`config.mk`:
```
export PLATFORM = sky130hd
export DESIGN_NAME = sorted_insert_priority_queue_unit
export DESIGN_NICKNAME = d
export VERILOG_FILES = /design/src/hdl/siq_pkg.sv /design/src/hdl/sorted_insert_priority_queue_unit.sv /design/src/hdl/siq_cell.sv
export SDC_FILE = /design/constraint.sdc
export NUM_CORES = 2
export LEC_CHECK = 0
export BUFFER_PORTS_ARGS = -buffer_cell sky130_fd_sc_hd__buf_2
export CAP_MARGIN = 5
export CORE_ASPECT_RATIO = 1.4
export CORE_UTILIZATION = 65
export CTS_CLUSTER_DIAMETER = 40
export DETAILED_ROUTE_END_ITERATION = 10
export GPL_TIMING_DRIVEN = 0
export PLACE_DENSITY_LB_ADDON = 0.3
export RECOVER_POWER = 25
export SLEW_MARGIN = 0
export SYNTH_ARGS = -nofsm -noshare
export SYNTH_HDL_FRONTEND = slang
export SYNTH_SLANG_ARGS = --single-unit
```
`constraint.sdc`:
```
create_clock -name clk -period 15.4 [get_ports clk]
set_input_delay 3.08 -clock clk [delete_from_list [all_inputs] [get_ports clk]]
set_output_delay 3.08 -clock clk [all_outputs]
set_load 0.01 [all_outputs]
```
`src/hdl/siq_pkg.sv`:
```
// Shared types and codes for the sorted insertion priority queue.
// No dependencies; imported by the cell, the top level and the checker.
package siq_pkg;

  // One stored entry: id in the high half, then destination, then origin.
  typedef struct packed {
    logic [15:0] id;
    logic [7:0]  dest;
    logic [7:0]  orig;
  } entry_t;

  // Sort key: destination first, origin second.
  typedef logic [15:0] key_t;

  // Operation broadcast to every cell in a cycle.
  typedef struct packed {
    logic push;
    logic pop;
  } cell_ctrl_t;

  // Request kinds.
  localparam logic KIND_PUSH = 1'b0;
  localparam logic KIND_POP  = 1'b1;

  // Error codes reported with every result.
  typedef enum logic [1:0] {
    ERR_NONE      = 2'd0,
    ERR_POP_EMPTY = 2'd1,
    ERR_PUSH_FULL = 2'd2
  } err_t;

  function automatic key_t key_of(entry_t e);
    key_of = {e.dest, e.orig};
  endfunction

endpackage

```
`src/hdl/sorted_insert_priority_queue_unit.sv`:
```
// The result of a request is presented in the cycle after it is accepted.
// One push or pop per cycle while the output is not stalled; every cell compares
// against the new key at once and shifts by one place, and a registered output
// stage takes the result. Reset clears the cell valid bits, the entry count and
// the output valid bit at once. Depends on siq_pkg and siq_cell.
module sorted_insert_priority_queue_unit
  import siq_pkg::*;
#(
  parameter int QUEUE_DEPTH = 16
) (
  input  logic        clk,
  input  logic        rst,
  input  logic        s_axis_tvalid,
  output logic        s_axis_tready,
  // tdata: entry_id[15:0], dest_station[23:16], orig_station[31:24]
  input  logic [31:0] s_axis_tdata,
  // tuser: kind[0]
  input  logic        s_axis_tuser,
  output logic        m_axis_tvalid,
  input  logic        m_axis_tready,
  // tdata: front_valid[0], front_id[16:1], front_dest[24:17], front_orig[32:25],
  //        occupancy[37:33], error_code[39:38]
  output logic [39:0] m_axis_tdata
);

  localparam int CW = $clog2(QUEUE_DEPTH + 1);

  logic          accept;
  logic          kind;
  entry_t        new_entry;
  logic [CW-1:0] count;
  logic [CW-1:0] count_next;
  logic          empty;
  logic          full;
  cell_ctrl_t    ctrl;
  err_t          err;

  logic   cell_valid [QUEUE_DEPTH];
  entry_t cell_entry [QUEUE_DEPTH];
  logic   cell_ins   [QUEUE_DEPTH];
  logic   cell_vnext [QUEUE_DEPTH];
  entry_t cell_enext [QUEUE_DEPTH];

  // Request decode.
  assign s_axis_tready  = !m_axis_tvalid || m_axis_tready;
  assign accept         = s_axis_tvalid && s_axis_tready;
  assign kind           = s_axis_tuser;
  assign new_entry.id   = s_axis_tdata[15:0];
  assign new_entry.dest = s_axis_tdata[23:16];
  assign new_entry.orig = s_axis_tdata[31:24];

  assign empty = (count == '0);
  assign full  = (count == CW'(QUEUE_DEPTH));

  // Drop a pop on empty and a push on full; flag either.
  always_comb begin
    ctrl       = '0;
    err        = ERR_NONE;
    count_next = count;
    if (accept) begin
      if (kind == KIND_PUSH) begin
        if (full) begin
          err = ERR_PUSH_FULL;
        end else begin
          ctrl.push  = 1'b1;
          count_next = count + 1'b1;
        end
      end else begin
        if (empty) begin
          err = ERR_POP_EMPTY;
        end else begin
          ctrl.pop   = 1'b1;
          count_next = count - 1'b1;
        end
      end
    end
  end

  always_ff @(posedge clk) begin
    if (rst) begin
      count <= '0;
    end else begin
      count <= count_next;
    end
  end

  // Row of cells, each linked to its left and right neighbors.
  for (genvar i = 0; i < QUEUE_DEPTH; i++) begin : g_cell
    logic   p_valid;
    entry_t p_entry;
    logic   p_ins;
    logic   n_valid;
    entry_t n_entry;

    if (i == 0) begin : g_first
      assign p_valid = 1'b0;
      assign p_entry = '0;
      assign p_ins   = 1'b0;
    end else begin : g_mid
      assign p_valid = cell_valid[i-1];
      assign p_entry = cell_entry[i-1];
      assign p_ins   = cell_ins[i-1];
    end

    if (i == QUEUE_DEPTH - 1) begin : g_last
      assign n_valid = 1'b0;
      assign n_entry = '0;
    end else begin : g_inner
      assign n_valid = cell_valid[i+1];
      assign n_entry = cell_entry[i+1];
    end

    siq_cell u_cell (
      .clk        (clk),
      .rst        (rst),
      .ctrl       (ctrl),
      .new_entry  (new_entry),
      .prev_valid (p_valid),
      .prev_entry (p_entry),
      .prev_ins   (p_ins),
      .next_valid (n_valid),
      .next_entry (n_entry),
      .valid      (cell_valid[i]),
      .entry      (cell_entry[i]),
      .ins        (cell_ins[i]),
      .valid_next (cell_vnext[i]),
      .entry_next (cell_enext[i])
    );
  end

  // Output stage: front entry after the step, count and error code.
  always_ff @(posedge clk) begin
    if (rst) begin
      m_axis_tvalid <= 1'b0;
    end else if (accept) begin
      m_axis_tvalid <= 1'b1;
    end else if (m_axis_tready) begin
      m_axis_tvalid <= 1'b0;
    end
  end

  // Front fields go out id first, then destination, then origin.
  always_ff @(posedge clk) begin
    if (accept) begin
      m_axis_tdata[0]     <= cell_vnext[0];
      m_axis_tdata[16:1]  <= cell_vnext[0] ? cell_enext[0].id : '0;
      m_axis_tdata[24:17] <= cell_vnext[0] ? cell_enext[0].dest : '0;
      m_axis_tdata[32:25] <= cell_vnext[0] ? cell_enext[0].orig : '0;
      m_axis_tdata[37:33] <= 5'(count_next);
      m_axis_tdata[39:38] <= err;
    end
  end

endmodule

```
`src/hdl/siq_cell.sv`:
```
// One slot of the sorted queue: holds an entry and its valid bit.
// Depends on siq_pkg; instantiated in a row by the top level.
module siq_cell
  import siq_pkg::*;
(
  input  logic       clk,
  input  logic       rst,
  input  cell_ctrl_t ctrl,
  input  entry_t     new_entry,
  input  logic       prev_valid,
  input  entry_t     prev_entry,
  input  logic       prev_ins,
  input  logic       next_valid,
  input  entry_t     next_entry,
  output logic       valid,
  output entry_t     entry,
  output logic       ins,
  output logic       valid_next,
  output entry_t     entry_next
);

  // The new entry belongs at or before this slot when the slot is empty or
  // holds a strictly larger key, which keeps equal keys in arrival order.
  assign ins = !valid || (key_of(entry) > key_of(new_entry));

  // Push: slots past the insert point take their left neighbor, the insert
  // point takes the new entry. Pop: every slot takes its right neighbor.
  always_comb begin
    valid_next = valid;
    entry_next = entry;
    if (ctrl.push) begin
      if (prev_ins) begin
        valid_next = prev_valid;
        entry_next = prev_entry;
      end else if (ins) begin
        valid_next = 1'b1;
        entry_next = new_entry;
      end
    end else if (ctrl.pop) begin
      valid_next = next_valid;
      entry_next = next_entry;
    end
  end

  // Valid bit is control state; the entry itself needs no reset.
  always_ff @(posedge clk) begin
    if (rst) begin
      valid <= 1'b0;
    end else begin
      valid <= valid_next;
    end
  end

  always_ff @(posedge clk) begin
    entry <= entry_next;
  end

endmodule

```
==> impl_metrics.toml <==
[floorplanning]
pin_count = 79
initial_core_util_pct = 65.6
design.die.area_sq_um = 56600
num_rows = 102
die_h_um = 281
fp.coreArea_sq_um = 55100
chipWidth_um = 201

[drt]
ant_nets = 0
dr.pass1.iters = 6
vias = 34200
post_drt_wl_per_cell_um = 28.7
routed_wl_mm = 136
drcViolationCount = 0
drt_iter0_drc = 4407
vias_per_cell = 7.23

[global_route]
antenna_found_initial = 5
grt_pass1_wl_mm = 199
grt_max_degree = 48
grt_use_total_pct = 47.2
grt_pass1_vias = 33800
grt_overflow_total = 0

[worst_setup_path]
cp_max_fo = 19
crit_buf_inv = 3
crit_path_top_delay_cell = "a2111oi_0"
crit_chain = "clkbuf_1, inv_1, ha_1, nand4_1, nor3_1, a21boi_0, a2111oi_0, clkbuf_1, o21ai_0, a21oi_1"
crit_type = "input pin to register"
r2r_end = "g_cell[10].u_cell.entry[25]"
path_common_cell = "clkbuf_1"
timing.rr.start = "m_axis_tvalid"
ff2ff_path_depth = 10
cp_top_family = "compound AO/OA/AOI/OAI gates"
slowest_delay_ns = 2.58
reg2reg_slack_ns = 10.08
cp-end-kind = "register"
worstPathArrival_ns = 8.94
worst_setup_path_start_kind = "input pin"
required_ns = 15.89

[power]
vdd_drop_max_v = 0.000138
p_per_area_nw_per_um2 = 127
total_power_uw = 5100
leakagePower_uw = 0.0149

[clock_tree]
cts_root_buf = "clkbuf_16"
cts_resized = 0
cts.path.max_buffers = 3
numCtsBuffers = 78
htreeDepth = 3
postCtsSetupRepairBufs = 0
clock-sinks = 574
clk_pin_slew_ns = 0.07
clk-insertion-delay-late_ns = 0.65
tritoncts = "yes"
cts_hold_buffers = 0

[placed_design]
finalWeightedCongestion = 1.00
place_hpwl_mm = 104
dp_cells = 4577
dp_worst_setup_slack_ns = 7.19
io_buffers = 47

[outcome]
run_status = "finished, violations left"
violations = "capacitance limit, slew limit"

[logic_synthesis]
synth-edff-count = 520
async_flop_share_pct = 0
synthDistinctLibCells = 57
synth_common_cells = "edfxtp_1 (520), nand2_1 (465), nor2_1 (346), a21oi_1 (278), clkbuf_1 (264)"
yosysTopAreaCell = "edfxtp_1"
syn_area_sq_um = 36200
netlist.area_leader.share_pct = 43.2
syn_avg_cell_area_sq_um = 9.54
ys_seq_area_share_pct = 46.1
synth-main-ff-cell = "edfxtp_1"
synth_seq_cells = 574
syn_inst = 3791
ys_top_cells_by_area = "edfxtp_1 (43%), ha_1 (8.9%), nand2_1 (4.8%), o211ai_1 (4.8%), a211oi_1 (3.9%)"
yosysMostFrequentCell = "edfxtp_1"
syn_nets = 4086
yosys_warnings = 0

[sta]
min_period_ns = 8.44
final.setup.tns_ns = 0
finalSetupViolCount = 0
hold_viol = 0
slew_headroom_pct = -123
fmax_mhz = 118
worstMarginPinSlew_ns = 3.27
finalCritPeriodShare_pct = 54.8
finalClockSkew_ns = 0.0242
setup_slack_ns = 6.96
rsz0062_at_grt = "no"
whs_ns = 0.520
drv_slew = 54

[min_path]
min_from = "g_cell[8].u_cell.valid"
min_path_cells = 2
min_path_type = "register to register"
holdPathEnd = "g_cell[9].u_cell.valid"

[layout]
instances_no_fill = 4727
final_layout_size_suffix_gt1_share_pct = 6.36
syn2layout_area_growth_pct = 11.2
nets = 4224

[flow_run]
cap_violations = 2
==> logic make-up after synthesis <==
| logic type | Yosys count | synth area share (%) |
|---|---|---|
| buffers and inverters | 406 | 4.55 |
| XOR/XNOR | 1 | 0.0242 |
| adder cells (fa/ha/maj) | 258 | 8.92 |
| flip-flops | 574 | 46.1 |
| multiplexers | 66 | 1.83 |
| AND/OR/NAND/NOR | 1414 | 17.9 |
| AO/OA/AOI/OAI | 1072 | 20.6 |
==> final cells by class <==
class	instances	area, sq um
Inverter	53	199
Timing Repair Buffer	58	483
Clock inverter	55	558
Tap cell	728	911
Multi-Input combinational cell	2811	17900
Fill cell	4188	14900
Clock buffer	88	2060
Buffer	353	1430
Sequential cell	574	16700
Antenna cell	7	17.5
==> metal layers <==
metal | track usage [%] | up-vias | share of wire, %
met1 | 51.0 | 15900 | 33
met2 | 77.9 | 2572 | 47
met5 | 0 | - | 0
met3 | 10.1 | 763 | 10
met4 | 43.2 | 0 | 10
li1 | - | 14900 | -
==> worst max path at each step <==
stage / startpoint / to / cells past startpoint / slack, ns
2_1_floorplan: s_axis_tdata[23] / g_cell[13].u_cell.entry[0] / 10 / 7.42
3_3_place_gp: s_axis_tdata[23] / g_cell[13].u_cell.entry[7] / 10 / 4.80
3_5_place_dp: s_axis_tdata[23] / g_cell[3].u_cell.entry[7] / 12 / 7.19
4_1_cts: s_axis_tdata[23] / g_cell[3].u_cell.entry[7] / 12 / 7.82
5_1_grt: s_axis_tdata[22] / g_cell[13].u_cell.entry[11] / 10 / 7.20
6_report: s_axis_tdata[23] / g_cell[13].u_cell.entry[11] / 10 / 6.96
==> stage by stage <==
stage	instance area (sq um)	utilization [%]
2_1_floorplan	36200	-
3_3_place_gp	37300	67.7
3_5_place_dp	37800	68.5
4_1_cts	40400	73.2
5_1_grt	40200	72.9
6_report	40200	73.0
==> flip-flops by register name, summed over array words and instances (netlist names) <==
register / cells
count: 5
m_axis_tdata: 40
g_cell.u_cell.valid: 16
g_cell.u_cell.entry: 512
m_axis_tvalid: 1
==> cell usage in the layout, fill, tap and decap left out, drive strengths merged, types with 11 or more instances in the layout <==
cell type and instances:
nor3 111, nand2b 11, clkbuf 418, a221oi 11
nor2b 19, and3 47, a311oi 51, a31oi 71
nand2 465, a21o 28, a21oi 278, o211ai 292
o21ai 99, dfxtp 54, inv 67, mux2i 65
edfxtp 520, buf 81, ha 258, nand3 195
a211oi 186, nor2 346, nand4 185, o221ai 11
clkinv 28
==> worst reg2reg max path: stages, from the launching register on <==
cell and delay, ns:
dfxtp_1 0.31, nand2b_1 0.13, nand2_1 0.18, inv_1 1.34, and2_0 0.28, clkbuf_1 0.16, clkbuf_1 0.45, clkbuf_1 0.79
clkbuf_1 1.01, nand3_1 0.28, o211ai_1 0.21
==> where the power goes <==
group / internal (uW) / switching (uW) / leakage (uW) / total (uW)
combinational: 359 / 728 / 0.00827 / 1090
clock: 1070 / 790 / 0.00127 / 1860
sequential: 1980 / 174 / 0.00541 / 2160
No activity file was read; power rests on OpenSTA's default activity.
